<file path="src/rtl/core/fba_pkg.sv">
// ----------------------------------------------------------------------------
// Frame bitmap allocator package
// Shared sizes, request codes, controller states and the command and status
// bundles that pass between the controller and the datapath.
// ----------------------------------------------------------------------------
package fba_pkg;

    // Bitmap geometry
    localparam int NUM_FRAMES = 4096;
    localparam int WORD_BITS  = 32;
    localparam int WORDS      = (NUM_FRAMES + WORD_BITS - 1) / WORD_BITS;
    localparam int WORD_AW    = $clog2(WORDS);
    localparam int BIT_AW     = $clog2(WORD_BITS);
    localparam int FRAME_W    = 12;
    localparam int CFG_W      = 13;
    // Word count holds 0 to WORDS inclusive
    localparam int WCNT_W     = WORD_AW + 1;

    localparam logic [CFG_W-1:0] CFG_RESET = CFG_W'(NUM_FRAMES);
    localparam logic [CFG_W-1:0] CFG_LIMIT = CFG_W'(NUM_FRAMES);

    // Request codes
    localparam logic [1:0] MODE_ALLOC = 2'd0;
    localparam logic [1:0] MODE_FREE  = 2'd1;
    localparam logic [1:0] MODE_TEST  = 2'd2;

    // Configuration register indexes
    localparam logic REG_FRAMES_IN_USE = 1'b0;

    // Controller states
    typedef enum logic [1:0] {
        S_IDLE,
        S_DISPATCH,
        S_SCAN,
        S_RMW
    } t_state;

    // Commands from the controller to the datapath
    typedef struct packed {
        logic load;          // capture the request fields
        logic scan_init;     // restart the word scan at word zero
        logic scan_run;      // issue the next scan read
        logic rd_req;        // read the word holding the requested frame
        logic rmw_commit;    // finish a free or test on the read word
        logic alloc_commit;  // mark the found frame and report it
        logic res_simple;    // report a request that needs no bitmap access
        logic res_full;      // report an allocate with no free frame
    } t_dp_cmd;

    // Status from the datapath to the controller
    typedef struct packed {
        logic is_alloc_new;  // allocate for an entry with no frame
        logic is_rmw;        // free of a real frame, or test
        logic hit;           // checked word has a free frame
        logic exhaust;       // every scanned word is full
    } t_dp_stat;

endpackage

</file>
<file path="src/rtl/core/fba_ctrl.sv">
// ----------------------------------------------------------------------------
// Frame bitmap allocator controller
// Sequences one request at a time: capture, dispatch, word scan or
// read-modify-write, then report.
// ----------------------------------------------------------------------------
module fba_ctrl
    import fba_pkg::*;
(
    input  logic     i_clk,
    input  logic     i_rst_n,
    input  logic     i_start,
    input  t_dp_stat i_stat,
    output t_dp_cmd  o_cmd,
    output logic     o_busy
);

    t_state r_state;
    t_state n_state;

    // State register
    always_ff @(posedge i_clk) begin
        if (!i_rst_n) begin
            r_state <= S_IDLE;
        end else begin
            r_state <= n_state;
        end
    end

    // Next state and commands
    always_comb begin
        n_state = r_state;
        o_cmd   = '0;
        unique case (r_state)
            S_IDLE: begin
                if (i_start) begin
                    o_cmd.load = 1'b1;
                    n_state    = S_DISPATCH;
                end
            end
            S_DISPATCH: begin
                if (i_stat.is_alloc_new) begin
                    o_cmd.scan_init = 1'b1;
                    n_state         = S_SCAN;
                end else if (i_stat.is_rmw) begin
                    o_cmd.rd_req = 1'b1;
                    n_state      = S_RMW;
                end else begin
                    o_cmd.res_simple = 1'b1;
                    n_state          = S_IDLE;
                end
            end
            S_SCAN: begin
                if (i_stat.hit) begin
                    o_cmd.alloc_commit = 1'b1;
                    n_state            = S_IDLE;
                end else if (i_stat.exhaust) begin
                    o_cmd.res_full = 1'b1;
                    n_state        = S_IDLE;
                end else begin
                    o_cmd.scan_run = 1'b1;
                end
            end
            S_RMW: begin
                o_cmd.rmw_commit = 1'b1;
                n_state          = S_IDLE;
            end
            default: begin
                n_state = S_IDLE;
            end
        endcase
    end

    assign o_busy = (r_state != S_IDLE);

`ifndef SYNTH
    // An accepted request always moves on to dispatch.
    a_start_dispatch: assert property (@(posedge i_clk) disable iff (!i_rst_n)
        (r_state == S_IDLE && i_start) |=> (r_state == S_DISPATCH))
        else $error("accepted request did not reach dispatch");

    // Exactly one ending command leaves the scan.
    a_scan_exit: assert property (@(posedge i_clk) disable iff (!i_rst_n)
        (r_state == S_SCAN && n_state == S_IDLE) |->
            (o_cmd.alloc_commit != o_cmd.res_full))
        else $error("scan left without a single result");

    // Reading and writing the bitmap are never commanded together.
    a_no_commit_with_read: assert property (@(posedge i_clk) disable iff (!i_rst_n)
        (o_cmd.alloc_commit || o_cmd.rmw_commit) |-> !(o_cmd.rd_req || o_cmd.scan_run))
        else $error("bitmap read issued in a commit cycle");
`endif

endmodule

</file>
<file path="config.mk">
export PLATFORM = sky130hd
export DESIGN_NAME = fba_ctrl
export DESIGN_NICKNAME = d
export VERILOG_FILES = /design/src/rtl/core/fba_pkg.sv /design/src/rtl/core/fba_ctrl.sv
export SDC_FILE = /design/constraint.sdc
export NUM_CORES = 1
export LEC_CHECK = 0
export BUFFER_PORTS_ARGS = -buffer_cell sky130_fd_sc_hd__buf_2
export CORE_AREA = 2 2 39 41
export DETAILED_ROUTE_END_ITERATION = 12
export DIE_AREA = 0 0 41 43
export PLACE_DENSITY = 0.32
export SLEW_MARGIN = 25
export SYNTH_ARGS = -nofsm -noshare
export SYNTH_HDL_FRONTEND = slang
export SYNTH_SLANG_ARGS = --single-unit
</file>
<file path="constraint.sdc">
create_clock -name i_clk -period 2.5 [get_ports i_clk]
set_clock_uncertainty 0.05 [all_clocks]
set_input_delay 0.5 -clock i_clk [delete_from_list [all_inputs] [get_ports i_clk]]
set_output_delay 0.5 -clock i_clk [all_outputs]
set_load 0.02 [all_outputs]
</file>
==> results.yml, run 1 <==
global_routing:
  grt_pass1_vias: 192
  gr-total-overflow: 0
  grt_util_all_layers_pct: 6.21
  grt_first_pass_wirelength_um: 690
  antenna_found_initial: 0
  grt_max_degree: 7
cells_and_area:
  largest_reg_flops: 2
  drive_gt1_share_pct: 62.2
  largest-register: "r_state"
  top_regs: "r_state (2)"
  finish.instance_area_um2: 277
  final_cells: 53
  antenna_cells: 0
  area.growth.synth_to_final_pct: 74.0
  nNetsFinal: 46
status:
  status: "completed"
clock_tree:
  cts.sinks: 2
  post_cts_buffers: 0
  cts.repair.resized: 0
  clk_latency_ps: 220
  cts_tree: "built"
  htree_levels: 1
  numCtsBuffers: 3
  cts.clk_slew.worst_paths_ps: 30
  cts_hold_buf: 0
  clockBufferDepth: 2
  cts_root_buffer: "clkbuf_4"
power_and_ir_drop:
  power_frac_seq_pct: 26.3
  p_leak_nw: 0.151
  comb_power_share_pct: 23.5
  ir_drop_uv: 125
  netSwitchingPower_mw: 0.0391
  intPower_mw: 0.102
  powerDensity_nw_per_um2: 510
  swShare_pct: 27.8
  p_clk_share_pct: 50.2
worst_setup_path:
  r2r_cells: 3
  ff2ff_setup_slack_ps: 1430
  crit_arrival_ps: 1170
  crit_path_end_kind: "primary output"
  crit_fanout: 6
  required_ps: 1950
  crit_type: "register to primary output"
  timing.rr.end: "r_state[0]$_SDFFE_PN0P_"
  r2r-start: "r_state[0]$_SDFFE_PN0P_"
  crit_path_start_kind: "register"
detailed_routing:
  wl_per_cell_um: 8.28
  drcViolationCount: 0
  avgViaCountPerCell: 3.66
  first_pass_iters: 2
  vias: 194
  drt-initial-drc-count: 1
  detail-route-antenna-nets: 0
  routed_wl_um: 439
timing:
  drv_slew: 0
  max_freq_ghz: 0.580
  relSlewSlack_pct: 79.4
  min_period_ps: 1720
  fin_crit_sh_pct: 68.9
  rsz0062_at_grt: "false"
  fin_ws_ps: 777
  tightest_slew_ps: 308
  finalHoldViolCount: 0
  setup_viol: 0
  fin_setup_tns_ps: 0
logic_synthesis:
  synthTopCellsByArea: "dfxtp_1, nor4b_2, o21a_1"
  yosys-top-cells-count: "nor2_1, dfxtp_1, inv_1, o21a_1"
  syn_area_um2: 159
  synth_edf_count: 0
  ys_async_sr_fraction_pct: 0
  synth_flop_cell: "dfxtp_1"
  netlist.area_leader.share_pct: 25.2
  yosysSeqAreaShare_pct: 25.2
  mappedNetlistNets: 26
  ys_seq_elements: 2
  yosys_warnings: 0
  synth.most_common_cell: "nor2_1"
  synth_top_cell_by_area: "dfxtp_1"
  ys_types: 14
  netlist_instances: 19
  syn-mean-instance-area_um2: 8.36
place:
  dpl.hpwl_um: 372
  portBuffers: 15
  place_ws_ps: 759
  dp_cells: 50
  placed_cell_area_um2: 254
  globalplace.congestion: 0.576
floorplanning:
  boundaryPins: 16
  core_um2: 1380
  dieHeight_um: 43
  start_util_pct: 11.5
  rows: 14
  die_area_um2: 1760
  fp.dieW_um: 41
worst_hold_path:
  hold_path_startpoint: "i_rst_n"
  hold_class: "input pin to register"
  hold_end: "r_state[1]$_SDFFE_PN0P_"
  hold_depth: 2
flow_run:
  maxCapViolCount: 0
[power by group through the flow]
stage / clock, mW / combinational, mW / sequential (mW)
floorplan: 0 / 0.0205 / 0.0368
finish: 0.0707 / 0.0332 / 0.0371
global route: 0.0798 / 0.0369 / 0.0375
detailed placement: 0 / 0.0337 / 0.0375
global placement: 0 / 0.0332 / 0.0373
CTS: 0.0759 / 0.0338 / 0.0371
[routing by layer]
layer | share of wire [%] | GRT usage, % | up-vias
met2 | 51 | 9.38 | 9
met3 | 9.8 | 3.14 | 2
li1 | - | - | 103
met4 | 2.3 | 6.00 | 0
met5 | 0 | 0 | -
met1 | 37 | 5.43 | 80
[stage by stage]
| step | utilization (%) | hold WS [ps] | total power [mW] |
|---|---|---|---|
| 3_5_place_dp | 18.4 | 670 | 0.0712 |
| 2_1_floorplan | - | 568 | 0.0572 |
| 4_1_cts | 20.0 | 435 | 0.147 |
| 6_report | 20.0 | 441 | 0.141 |
| 3_3_place_gp | 18.4 | 667 | 0.0705 |
| 5_1_grt | 20.0 | 452 | 0.154 |
[cells by family (layout without fill, tap and decap cells)]
kind of cell	count (synthesis)	count (layout)	share of synthesized area, %
AO/OA/AOI/OAI	2	2	9.45
flip-flops	2	2	25.2
AND/OR/NAND/NOR	13	13	60.6
buffers and inverters	2	20	4.73
[worst max path at each step]
stage	start	to	slack, ps	cells past startpoint
after floorplan	i_stat[0]	o_cmd[0]	740	1
after global placement	i_stat[0]	o_cmd[5]	770	3
after detailed placement	i_stat[0]	o_cmd[5]	760	3
after CTS	r_state[0]$_SDFFE_PN0P_	o_cmd[5]	740	2
after global routing	r_state[1]$_SDFFE_PN0P_	o_cmd[4]	670	3
final	r_state[0]$_SDFFE_PN0P_	o_cmd[5]	780	2
[critical path, cell delays in order, from the launching register on]
cell,delay [ps]
dfxtp_1,350
nor4b_2,370
buf_2,230
[placed cells by master (no fill, tap or decap)]
master / synthesis / final
nor2_1: 3 / 3
nand2b_2: 1 / 1
nor4b_2: 1 / 1
clkbuf_4: 0 / 3
inv_1: 2 / 2
nor4bb_1: 1 / 1
nor2b_1: 1 / 1
dfxtp_1: 2 / 2
buf_2: 0 / 15
nor3_1: 1 / 1
and2_1: 1 / 1
or2_2: 1 / 1
nor3b_2: 1 / 1
and3b_1: 1 / 1
nor2_2: 1 / 1
o21a_1: 2 / 2
[area by class of cell]
cell class,count,area (um^2)
sequential,2,40.0
clock buffer,3,22.5
timing repair buffer,15,75.1
inverter,2,7.51
fill,160,1110
multi-input combinational,15,111
tap,16,20.0
Note: power is estimated with default switching activity, not from simulation.
==> inputs of run 2 (changes only) <==
--- a/config.mk
+++ b/config.mk
@@ -5,11 +5,12 @@
 export SDC_FILE = /design/constraint.sdc
 export NUM_CORES = 1
 export LEC_CHECK = 0
+export ABC_AREA = 1
 export BUFFER_PORTS_ARGS = -buffer_cell sky130_fd_sc_hd__buf_2
 export CORE_AREA = 2 2 39 41
 export DETAILED_ROUTE_END_ITERATION = 12
 export DIE_AREA = 0 0 41 43
-export PLACE_DENSITY = 0.32
+export PLACE_DENSITY = 0.31
 export SLEW_MARGIN = 25
 export SYNTH_ARGS = -nofsm -noshare
 export SYNTH_HDL_FRONTEND = slang
==> constraint.sdc (replaced) <==
create_clock -name i_clk -period 1.8 [get_ports i_clk]
set_clock_uncertainty 0.05 [all_clocks]
set_input_delay 0.36 -clock i_clk [delete_from_list [all_inputs] [get_ports i_clk]]
set_output_delay 0.36 -clock i_clk [all_outputs]
set_load 0.02 [all_outputs]
==> results.yml, run 2 <==
timing:
  drv_slew: 0
  fin_setup_tns_ps: 0
  setup_viol: 0
  max_freq_ghz: 0.685
  fin_crit_sh_pct: 81.1
  min_period_ps: 1460
  relSlewSlack_pct: 88.9
  finalHoldViolCount: 0
  rsz0062_at_grt: "false"
  tightest_slew_ps: 167
logic_synthesis:
  yosys_warnings: 0
  ys_types: 8
  synthTopCellsByArea: "dfxtp_1, inv_1, nand2_1"
  synth_top_cell_by_area: "dfxtp_1"
  syn_area_um2: 155
  netlist_instances: 31
  netlist.area_leader.share_pct: 25.8
  synth.most_common_cell: "inv_1"
  syn-mean-instance-area_um2: 5.00
  yosys-top-cells-count: "inv_1, nand2_1, nor2_1, a21oi_1, dfxtp_1"
  ys_seq_elements: 2
  synth_edf_count: 0
  mappedNetlistNets: 38
  yosysSeqAreaShare_pct: 25.8
  synth_flop_cell: "dfxtp_1"
  ys_async_sr_fraction_pct: 0
floorplanning:
  start_util_pct: 11.2
  fp.dieW_um: 41
  core_um2: 1380
  dieHeight_um: 43
  die_area_um2: 1760
  boundaryPins: 16
  rows: 14
clock_tree:
  cts_root_buffer: "clkbuf_4"
  cts_hold_buf: 0
  clk_latency_ps: 220
  cts.repair.resized: 0
  cts.clk_slew.worst_paths_ps: 30
  post_cts_buffers: 0
  numCtsBuffers: 3
  clockBufferDepth: 2
  cts_tree: "built"
  cts.sinks: 2
  htree_levels: 1
global_routing:
  gr-total-overflow: 0
  grt_pass1_vias: 158
  antenna_found_initial: 0
  grt_first_pass_wirelength_um: 614
  grt_util_all_layers_pct: 6.02
  grt_max_degree: 6
worst_setup_path:
  crit_path_end_kind: "primary output"
  crit_arrival_ps: 1050
  cp_slowest_cell: "dfxtp_1"
  crit_type: "register to primary output"
  required_ps: 1390
  crit_fanout: 3
  cp_cell_sequence: "inv_2, nor2_2, inv_1, nor2_1, buf_2"
  cp_num_buf_inv: 3
  crit_family: "flip-flops"
  worst_path_largest_cell_delay_ps: 350
  crit_path_start_kind: "register"
place:
  dpl.hpwl_um: 367
  globalplace.congestion: 0.566
  portBuffers: 15
cells_and_area:
  largest_reg_flops: 2
  fillers: 174
  antenna_cells: 0
  layout.cells.most_common: "buf_2"
  layout_common_cells: "buf_2, inv_1, nor2_1, nand2_1, clkbuf_4"
  largest-register: "r_state"
  multi_input_comb_area_um2: 73.8
  top_regs: "r_state (2)"
  drive_gt1_share_pct: 40.8
  area.growth.synth_to_final_pct: 75.8
  nNetsFinal: 58
  regArea_um2: 40.0
power_and_ir_drop:
  ir_drop_uv: 196
  p_leak_nw: 0.200
  p_clk_share_pct: 50.6
  powerDensity_nw_per_um2: 702
  total_power_mw: 0.191
  power_frac_seq_pct: 26.2
  netSwitchingPower_mw: 0.0541
  comb_power_share_pct: 23.1
  swShare_pct: 28.2
  intPower_mw: 0.137
detailed_routing:
  dr_wl_met2_um: 149
  vias: 225
  wl_per_cell_um: 6.26
  drcViolationCount: 0
  detail-route-antenna-nets: 0
  wl_met3_um: 69
  routed_wl_um: 407
  avgViaCountPerCell: 3.46
  drt-initial-drc-count: 5
  routedLengthMet1_um: 188
  top_layer_used: "met3"
  first_pass_iters: 2
status:
  status: "completed"
flow_run:
  maxCapViolCount: 0
worst_hold_path:
  hold_class: "input pin to register"
run 2: cell types whose count changed after synthesis, sizes merged, moves of 2 or more:
cell	before	now
nor2	4	8
a21oi	0	2
nand2	0	7
inv	2	11
o21a	2	0
run 2: stage by stage:
stage          cell area (um^2)  std cells  hold slack, ps  setup slack (ps)  util (%)
6_report                    273         65             348               340      19.7
5_1_grt                     273         65             356               201      19.7
4_1_cts                     273         65             339               311      19.7
3_5_place_dp                250         62             536               495      18.1
3_3_place_gp                250         62             514               512      18.1
2_1_floorplan               155         31             442               562         -
run 2: power groups by stage:
stage,Clock (mW),Sequential [mW],Combinational [mW]
3_5_place_dp,0,0.0509,0.0453
6_report,0.0969,0.0502,0.0443
5_1_grt,0.110,0.0509,0.0504
4_1_cts,0.103,0.0503,0.0454
2_1_floorplan,0,0.0504,0.0281
3_3_place_gp,0,0.0509,0.0456
run 2: final cells by class:
cell class / instances / share of cell area (%)
repair buffers: 15 / 27.5
well taps: 16 / 7.34
flip-flops and latches: 2 / 14.7
multi-input cells: 18 / 27.1
inverters: 11 / 15.1
clock buffers: 3 / 8.26
run 2: cells by family after synthesis:
logic type      count (synthesis)  share of synthesized area [%]
compound gates                  2                           6.45
flops                           2                           25.8
simple gates                   16                           41.1
buf+inv                        11                           26.6
run 2: worst reg2reg max path, delay by kind of cell (launching register included):
family	cells	cell delay, ps
AO/OA/AOI/OAI	1	120
buffers and inverters	1	60
flip-flops	1	350
AND/OR/NAND/NOR	2	210
run 2: worst paths after layout:
path	end	slack [ps]	start	cells after the start
worst max-delay path	o_cmd[6]	340	r_state[0]$_SDFFE_PN0P_	5
worst min-delay path	r_state[0]$_SDFFE_PN0P_	350	i_rst_n	3
worst max register to register	r_state[0]$_SDFFE_PN0P_	950	r_state[0]$_SDFFE_PN0P_	4
worst min register to register	r_state[1]$_SDFFE_PN0P_	530	r_state[1]$_SDFFE_PN0P_	2
run 2: per-layer routing:
metal,vias up,global-route usage [%]
met5,-,0
met4,0,4.00
met3,0,7.85
met2,15,5.94
met1,88,6.41
li1,122,-
